===== src/rtl/cdq_pkg.sv =====
package cdq_pkg;

  localparam int DEPTH_DEF = 8;
  localparam int DATA_W    = 32;
  localparam int REQ_W     = 2;
  localparam int STAT_W    = 2;
  localparam int CNT_OUT_W = 4;

  typedef enum logic [REQ_W-1:0] {
    REQ_PUSH_FRONT = 2'd0,
    REQ_PUSH_BACK  = 2'd1,
    REQ_POP_FRONT  = 2'd2,
    REQ_POP_BACK   = 2'd3
  } req_t;

  typedef enum logic [STAT_W-1:0] {
    STAT_DONE  = 2'd0,
    STAT_FULL  = 2'd1,
    STAT_EMPTY = 2'd2
  } status_t;

  // decisions of one step, handed from the step logic to the datapath
  typedef struct packed {
    status_t status;
    logic    wr_en;
    logic    rd_en;
    logic    rd_front;
    logic    empty_nxt;
    logic    set_head;
    logic    set_tail;
    logic    pop_ok;
    logic    pop_front;
  } step_ctl_t;

endpackage


===== src/rtl/cdq_ram.sv =====
module cdq_ram #(
  parameter int WIDTH = 32,
  parameter int DEPTH = 8
) (
  input  logic                     clk,
  input  logic                     wr_en,
  input  logic [$clog2(DEPTH)-1:0] wr_addr,
  input  logic [WIDTH-1:0]         wr_data,
  input  logic                     rd_en,
  input  logic [$clog2(DEPTH)-1:0] rd_addr,
  output logic [WIDTH-1:0]         rd_data
);

  logic [WIDTH-1:0] mem [DEPTH];

  always_ff @(posedge clk) begin
    if (wr_en) begin
      mem[wr_addr] <= wr_data;
    end
    if (rd_en) begin
      rd_data <= mem[rd_addr];
    end
  end

endmodule


===== src/rtl/cdq_step.sv =====
module cdq_step #(
  parameter int DEPTH = cdq_pkg::DEPTH_DEF
) (
  input  cdq_pkg::req_t                  req,
  input  logic [$clog2(DEPTH)-1:0]       head_ptr,
  input  logic [$clog2(DEPTH)-1:0]       tail_ptr,
  input  logic [$clog2(DEPTH+1)-1:0]     count,
  input  logic                           empty,
  output cdq_pkg::step_ctl_t             ctl,
  output logic [$clog2(DEPTH)-1:0]       head_nxt,
  output logic [$clog2(DEPTH)-1:0]       tail_nxt,
  output logic [$clog2(DEPTH+1)-1:0]     count_nxt,
  output logic [$clog2(DEPTH)-1:0]       wr_addr,
  output logic [$clog2(DEPTH)-1:0]       rd_addr
);
  import cdq_pkg::*;

  localparam int PTR_W = $clog2(DEPTH);
  localparam int CNT_W = $clog2(DEPTH + 1);
  localparam logic [PTR_W-1:0] PTR_LAST = PTR_W'(DEPTH - 1);
  localparam logic [CNT_W-1:0] CNT_FULL = CNT_W'(DEPTH);

  logic [PTR_W-1:0] head_inc, head_dec, tail_inc, tail_dec;
  logic             full, last_one;

  // pointers wrap both ways, also for depths that are not powers of two
  assign head_inc = (head_ptr == PTR_LAST) ? '0 : head_ptr + PTR_W'(1);
  assign head_dec = (head_ptr == '0) ? PTR_LAST : head_ptr - PTR_W'(1);
  assign tail_inc = (tail_ptr == PTR_LAST) ? '0 : tail_ptr + PTR_W'(1);
  assign tail_dec = (tail_ptr == '0) ? PTR_LAST : tail_ptr - PTR_W'(1);

  assign full     = (count == CNT_FULL);
  assign last_one = (count == CNT_W'(1));

  always_comb begin
    ctl       = '0;
    ctl.status    = STAT_DONE;
    ctl.empty_nxt = empty;
    head_nxt  = head_ptr;
    tail_nxt  = tail_ptr;
    count_nxt = count;
    wr_addr   = '0;
    rd_addr   = '0;
    case (req)
      REQ_PUSH_FRONT, REQ_PUSH_BACK: begin
        if (full) begin
          ctl.status = STAT_FULL;
        end else if (empty) begin
          head_nxt      = '0;
          tail_nxt      = '0;
          count_nxt     = CNT_W'(1);
          ctl.empty_nxt = 1'b0;
          ctl.wr_en     = 1'b1;
          ctl.set_head  = 1'b1;
          ctl.set_tail  = 1'b1;
        end else if (req == REQ_PUSH_FRONT) begin
          head_nxt     = head_dec;
          wr_addr      = head_dec;
          count_nxt    = count + CNT_W'(1);
          ctl.wr_en    = 1'b1;
          ctl.set_head = 1'b1;
        end else begin
          tail_nxt     = tail_inc;
          wr_addr      = tail_inc;
          count_nxt    = count + CNT_W'(1);
          ctl.wr_en    = 1'b1;
          ctl.set_tail = 1'b1;
        end
      end
      REQ_POP_FRONT, REQ_POP_BACK: begin
        if (empty) begin
          ctl.status = STAT_EMPTY;
        end else begin
          ctl.pop_ok    = 1'b1;
          ctl.pop_front = (req == REQ_POP_FRONT);
          count_nxt     = count - CNT_W'(1);
          if (last_one) begin
            head_nxt      = '0;
            tail_nxt      = '0;
            ctl.empty_nxt = 1'b1;
          end else if (req == REQ_POP_FRONT) begin
            head_nxt     = head_inc;
            rd_addr      = head_inc;
            ctl.rd_en    = 1'b1;
            ctl.rd_front = 1'b1;
          end else begin
            tail_nxt  = tail_dec;
            rd_addr   = tail_dec;
            ctl.rd_en = 1'b1;
          end
        end
      end
      default: begin
        ctl.status = STAT_DONE;
      end
    endcase
  end

endmodule


===== src/rtl/circular_deque_core.sv =====
// channel  | handshake              | ports
// ---------+------------------------+-----------------------------------------------
// request  | start high, busy low   | in_req_type, in_push_value
// result   | out_valid, one cycle   | out_status, out_popped_value, out_entry_count,
//          |                        | out_head_value, out_tail_value, out_ends_valid
//
// a push or a rejected request returns its word on the cycle after it is taken;
// busy stays low, so a request can be taken every cycle
// a pop that leaves entries raises busy for one cycle while the new end word is
// read back from the slot memory; its result word is registered as the fill state ends
// rst_n is synchronous; the slot memory is never cleared, only read where a push wrote
// results cannot be held off: each word shows for exactly one cycle
module circular_deque_core #(
  parameter int DEPTH = cdq_pkg::DEPTH_DEF
) (
  input  logic                                   clk,
  input  logic                                   rst_n,
  input  logic                                   start,
  output logic                                   busy,
  input  logic        [cdq_pkg::REQ_W-1:0]       in_req_type,
  input  logic signed [cdq_pkg::DATA_W-1:0]      in_push_value,
  output logic                                   out_valid,
  output logic        [cdq_pkg::STAT_W-1:0]      out_status,
  output logic signed [cdq_pkg::DATA_W-1:0]      out_popped_value,
  output logic        [cdq_pkg::CNT_OUT_W-1:0]   out_entry_count,
  output logic signed [cdq_pkg::DATA_W-1:0]      out_head_value,
  output logic signed [cdq_pkg::DATA_W-1:0]      out_tail_value,
  output logic                                   out_ends_valid
);
  import cdq_pkg::*;

  localparam int PTR_W = $clog2(DEPTH);
  localparam int CNT_W = $clog2(DEPTH + 1);

  // sequencer: idle takes requests, fill waits on the memory read
  typedef enum logic [1:0] {
    S_IDLE = 2'b01,
    S_FILL = 2'b10
  } fsm_t;

  fsm_t state_r, state_nxt;

  // pointer and count state
  logic [PTR_W-1:0] head_ptr_r, head_ptr_nxt;
  logic [PTR_W-1:0] tail_ptr_r, tail_ptr_nxt;
  logic [CNT_W-1:0] count_r, count_nxt;
  logic             empty_r, empty_nxt;

  // end words kept beside the memory so popped words and result fields need no read
  logic [DATA_W-1:0] head_val_r, head_val_nxt;
  logic [DATA_W-1:0] tail_val_r, tail_val_nxt;
  logic [DATA_W-1:0] popped_r, popped_nxt;
  status_t           status_r, status_nxt;
  logic              out_valid_r, out_valid_nxt;
  logic              fill_front_r, fill_front_nxt;

  logic               accept;
  step_ctl_t          ctl;
  logic [PTR_W-1:0]   step_head, step_tail, wr_addr, rd_addr;
  logic [CNT_W-1:0]   step_count;
  logic [DATA_W-1:0]  rd_data;
  logic [CNT_W+3:0]   cnt_ext;

  assign accept = start && (state_r == S_IDLE);

  cdq_step #(.DEPTH(DEPTH)) u_step (
    .req       (req_t'(in_req_type)),
    .head_ptr  (head_ptr_r),
    .tail_ptr  (tail_ptr_r),
    .count     (count_r),
    .empty     (empty_r),
    .ctl       (ctl),
    .head_nxt  (step_head),
    .tail_nxt  (step_tail),
    .count_nxt (step_count),
    .wr_addr   (wr_addr),
    .rd_addr   (rd_addr)
  );

  // slot memory: pushes write, pops read the next end; never both in one request
  cdq_ram #(.WIDTH(DATA_W), .DEPTH(DEPTH)) u_slots (
    .clk     (clk),
    .wr_en   (accept && ctl.wr_en),
    .wr_addr (wr_addr),
    .wr_data (in_push_value),
    .rd_en   (accept && ctl.rd_en),
    .rd_addr (rd_addr),
    .rd_data (rd_data)
  );

  always_comb begin
    state_nxt      = state_r;
    head_ptr_nxt   = head_ptr_r;
    tail_ptr_nxt   = tail_ptr_r;
    count_nxt      = count_r;
    empty_nxt      = empty_r;
    head_val_nxt   = head_val_r;
    tail_val_nxt   = tail_val_r;
    popped_nxt     = popped_r;
    status_nxt     = status_r;
    fill_front_nxt = fill_front_r;
    out_valid_nxt  = 1'b0;
    case (state_r)
      S_IDLE: begin
        if (accept) begin
          head_ptr_nxt   = step_head;
          tail_ptr_nxt   = step_tail;
          count_nxt      = step_count;
          empty_nxt      = ctl.empty_nxt;
          status_nxt     = ctl.status;
          fill_front_nxt = ctl.rd_front;
          // popped word comes from the cached end registers
          if (ctl.pop_ok) begin
            popped_nxt = ctl.pop_front ? head_val_r : tail_val_r;
          end else begin
            popped_nxt = '0;
          end
          if (ctl.set_head) begin
            head_val_nxt = in_push_value;
          end
          if (ctl.set_tail) begin
            tail_val_nxt = in_push_value;
          end
          if (ctl.rd_en) begin
            state_nxt = S_FILL;
          end else begin
            out_valid_nxt = 1'b1;
          end
        end
      end
      S_FILL: begin
        // refill the end that moved inward, then release the result
        if (fill_front_r) begin
          head_val_nxt = rd_data;
        end else begin
          tail_val_nxt = rd_data;
        end
        out_valid_nxt = 1'b1;
        state_nxt     = S_IDLE;
      end
      default: begin
        state_nxt = S_IDLE;
      end
    endcase
  end

  always_ff @(posedge clk) begin
    if (!rst_n) begin
      state_r     <= S_IDLE;
      head_ptr_r  <= '0;
      tail_ptr_r  <= '0;
      count_r     <= '0;
      empty_r     <= 1'b1;
      out_valid_r <= 1'b0;
    end else begin
      state_r     <= state_nxt;
      head_ptr_r  <= head_ptr_nxt;
      tail_ptr_r  <= tail_ptr_nxt;
      count_r     <= count_nxt;
      empty_r     <= empty_nxt;
      out_valid_r <= out_valid_nxt;
    end
  end

  // payload registers, no reset needed
  always_ff @(posedge clk) begin
    head_val_r   <= head_val_nxt;
    tail_val_r   <= tail_val_nxt;
    popped_r     <= popped_nxt;
    status_r     <= status_nxt;
    fill_front_r <= fill_front_nxt;
  end

  // count shown modulo 16
  assign cnt_ext = {4'b0, count_r};

  assign busy             = (state_r == S_FILL);
  assign out_valid        = out_valid_r;
  assign out_status       = status_r;
  assign out_popped_value = popped_r;
  assign out_entry_count  = cnt_ext[CNT_OUT_W-1:0];
  assign out_head_value   = empty_r ? '0 : head_val_r;
  assign out_tail_value   = empty_r ? '0 : tail_val_r;
  assign out_ends_valid   = !empty_r;

endmodule


===== config.mk =====
export PLATFORM = sky130hd
export DESIGN_NAME = circular_deque_core
export DESIGN_NICKNAME = d
export VERILOG_FILES = /design/src/rtl/cdq_pkg.sv /design/src/rtl/cdq_ram.sv /design/src/rtl/cdq_step.sv /design/src/rtl/circular_deque_core.sv
export SDC_FILE = /design/constraint.sdc
export NUM_CORES = 1
export LEC_CHECK = 0
export BUFFER_PORTS_ARGS = -buffer_cell sky130_fd_sc_hd__buf_4
export CORE_MARGIN = 3
export CORE_UTILIZATION = 37
export DETAILED_ROUTE_END_ITERATION = 12
export PLACE_DENSITY = 0.62
export SLEW_MARGIN = 25
export SYNTH_ARGS = -nofsm -noshare
export SYNTH_HDL_FRONTEND = slang
export SYNTH_SLANG_ARGS = --single-unit

===== constraint.sdc =====
create_clock -name clk -period 5.29 [get_ports clk]
set_input_delay 0.2645 -clock clk [delete_from_list [all_inputs] [get_ports clk]]
set_output_delay 0.2645 -clock clk [all_outputs]
set_load 0.005 [all_outputs]

==> metrics.md <==
| Metric | Value |
|---|---|
| Tmin final | `3.368 ns` |
| Gr usage total | `0.1577` |
| Number of flops mapped to enable cells by yosys | `approximately 390` |
| Post-synthesis average cell area | `roughly 14 sq um` |
| Critical path class | `flop to flop` |
| Status | `completed` |
| HP Class | `primary input to flop` |
| Layout Nets | `roughly 1400` |
| Detailed Route WL | `38070 um` |
| CTS Buffer Depth | `3` |
| Worst-Margin Slew | `between 0.8 and 0.9 ns` |
| Worst setup SP type | `flop` |
| Max-cap check violation count | `0` |
| Cell accounting for the most synthesized area | `edfxtp_1` |
| Sequential share of power | `0.523` |
| Clk_lat worst skew | `0.53 ns` |
| Hold Slack | `0.01079 ns` |
| Largest net degree at the start of global routing | `98` |
| Area of the mapped netlist | `16900 sq um` |
| Crit Path Max Fanout | `17` |
| Syn Nets | `1232` |
| CTS tree | `built` |
| #FFs+latches synth | `401` |
| Worst Skew | `0.01385 ns` |
| Clk sink count | `401` |
| First-pass GRT wire length | `59210 um` |
| Setup TNS | `0 ns` |
| Gate Count Post-Synth | `1182` |
| Filler cell count | `around 4000` |
| Max IR drop VDD | `roughly 230 uV` |
| Initial Util | `0.3781` |
| Drt pass-1 iters | `5` |
| Num CTS Buffers | `41` |
| Comb power frac | `0.081` |
| Area of the multi-input gates | `4330 sq um` |
| Crit. End Element | `flop` |
| Leak | `7.167 nW` |
| Initial antenna violation count | `1` |
| Layout cells sized above 1 | `0.2078` |
| Die height | `between 200 and 250 um` |
| Share of the yosys chip area belonging to registers | `0.7041` |
| Clock transition at path regs | `0.06 ns` |
| Achievable Freq | `around 0.30 GHz` |
| Switching power | `approximately 0.0015 W` |
| Port bufs | `between 100 and 150` |
| Hold Violations, Final | `0` |
| # DRC | `0` |
| Switching share of power | `0.2160` |
| Core footprint | `44700 sq um` |
| P&R area growth vs syn | `20.47%` |
| Global route total overflow | `0` |
| Post-synth ARST share | `0` |
| Post-DR vias/cell | `5.147` |
| Relative slew margins | `0.4003` |
| Synth unique cells | `60` |
| CTS HTree Levels | `2` |
| Clock share of power | `0.396` |
| Wire per inst | `approximately 19 um` |
| Synth top area cells | `edfxtp_1, o221ai_1, nor2b_1` |
| Int Power | `0.005457 W` |
| # setup viols final | `0` |
| Critical Path RT | `5.58 ns` |
| Row Count | `77` |
| DIE AREA | `48290 sq um` |
| Final period util | `0.6367` |
| Placer Congestion | `0.8129` |
| # IOs | `142` |
| Reg area | `11900 sq um` |
| Root buf cell | `clkbuf_16` |
| Ys Warns | `0` |
| Vias in the first global route | `10120` |
| CTS-repair resized insts | `0` |
| Die W | `around 220 um` |
| Power Density | `341.8 nW/um^2` |
| Slew Limit Fails | `0` |
| Crit path DAT | `about 3.7 ns` |
| RSZ-0062 raised after global routing | `false` |
| Ys flop type | `edfxtp_1` |
| Top-area cell type share of the netlist area | `0.6875` |
| Vias | `10130` |
| Post-DP HPWL | `approximately 24000 um` |
| DR iter-0 viols | `770` |
| Post-route ant nets | `0` |
power groups by stage:
stage	Clock [W]	Combinational (W)	Sequential, W
after CTS	0.00283	0.000567	0.00364
after global routing	0.00296	0.000620	0.00365
after detailed placement	0	0.000544	0.00371
after floorplan	0	0.000303	0.00371
after global placement	0	0.000528	0.00371
final	0.00276	0.000562	0.00364
area by class of cell:
type / instances / area share
antenna: 1 / 0.0001229
tap: 592 / 0.03637
clock inverter: 21 / 0.008663
sequential: 401 / 0.5845
clock buffer: 52 / 0.05450
multi-input combinational: 591 / 0.2126
inverter: 110 / 0.02028
timing repair buffer: 201 / 0.08294
per-layer routing:
layer,up-vias,share of wire,GRT usage
met5,-,0.00034,0
met4,2,0.019,0.04422
met3,58,0.055,0.02358
met2,279,0.46,0.2504
met1,5015,0.46,0.2268
li1,4780,-,-
cell families after synthesis:
family,count (synthesis),synth area share
AO/OA/AOI/OAI,214,0.1027
XOR/XNOR,1,0.0005182
adder cells (fa/ha/maj),13,0.009623
buffers and inverters,190,0.04656
flip-flops,401,0.7041
multiplexers,66,0.04145
AND/OR/NAND/NOR,297,0.09504
metrics by stage:
stage	instance area (sq um)	total power (W)	util	cells	worst slack, ns
2_1_floorplan	16900	0.004008	-	1182	0.9754
3_3_place_gp	18620	0.004234	0.4165	1858	1.938
3_5_place_dp	18720	0.004253	0.4188	1862	1.940
4_1_cts	20330	0.007037	0.4547	1967	1.935
5_1_grt	20360	0.007228	0.4555	1968	1.775
6_report	20360	0.006961	0.4556	1969	1.922
critical path, cell delays in order, from the launching register on:
cell and delay [ns]:
dfxtp_1 0.39, inv_1 0.13, ha_1 0.23, or3_4 0.38
a31oi_4 0.31, nor3b_4 0.81, buf_4 0.42, o221ai_1 0.18
and4_1 0.25
final timing paths:
kind	endpoint	slack, ns	from	cells after the start
worst max-delay path	u_slots.rd_data[2]	1.92	tail_ptr_r[0]	8
worst min-delay path	u_slots.mem[2][26]	0.01	in_push_value[26]	1
worst max register to register	u_slots.rd_data[2]	1.92	tail_ptr_r[0]	8
worst min register to register	head_ptr_r[1]	0.54	head_ptr_r[1]	2
cells in the mapped netlist (2+ instances only):
| library cell | number |
|---|---|
| buf_1 | 5 |
| o21ai_0 | 9 |
| and4_1 | 32 |
| inv_1 | 110 |
| a21oi_1 | 15 |
| nor3b_1 | 3 |
| nand2b_1 | 5 |
| o221ai_1 | 96 |
| nand2_1 | 108 |
| nor2b_1 | 67 |
| mux2i_1 | 34 |
| mux2_2 | 32 |
| clkbuf_1 | 43 |
| a31oi_1 | 3 |
| o21a_1 | 2 |
| o211ai_1 | 3 |
| a21boi_0 | 33 |
| buf_2 | 26 |
| nor2_1 | 53 |
| ha_1 | 13 |
| buf_6 | 5 |
| a211oi_1 | 4 |
| a211o_1 | 33 |
| nor3_1 | 9 |
| nor3b_2 | 2 |
| dfxtp_1 | 14 |
| a311oi_1 | 3 |
| edfxtp_1 | 387 |
| or4_1 | 2 |
layout by cell type (no fill, tap or decap), drive strengths merged, types with 4 or more instances in the layout:
cell | netlist | layout
and4 | 32 | 32
dfxtp | 14 | 14
edfxtp | 387 | 387
a31oi | 4 | 4
buf | 37 | 169
a21boi | 33 | 33
nand2 | 109 | 109
mux2 | 32 | 32
clkinv | 0 | 15
mux2i | 34 | 34
o21ai | 11 | 11
a21oi | 16 | 16
nor3b | 6 | 6
nor2b | 67 | 67
nand2b | 5 | 5
o221ai | 96 | 96
dlygate4sd3 | 0 | 32
nor2 | 55 | 55
inv | 110 | 112
a211oi | 4 | 4
a211o | 33 | 33
clkbuf | 43 | 52
nor3 | 10 | 10
ha | 13 | 13
state kept, by name (all words and copies together), names as in the netlist:
register and flops:
empty_r 1, u_slots.mem 256, tail_val_r 32, head_ptr_r 3, out_popped_value 32, tail_ptr_r 3
head_val_r 32, out_status 2, out_entry_count 4, state_r 2, fill_front_r 1, out_valid 1
u_slots.rd_data 32
what timing repair did:
| action | 4_1_cts | 5_1_grt |
|---|---|---|
| setup endpoints to repair | 0 | 0 |
| hold buffers | 32 | 0 |
| buffers inserted | 0 | 0 |
| hold endpoints to repair | 250 | 0 |
Note: power is estimated with default switching activity, not from simulation.
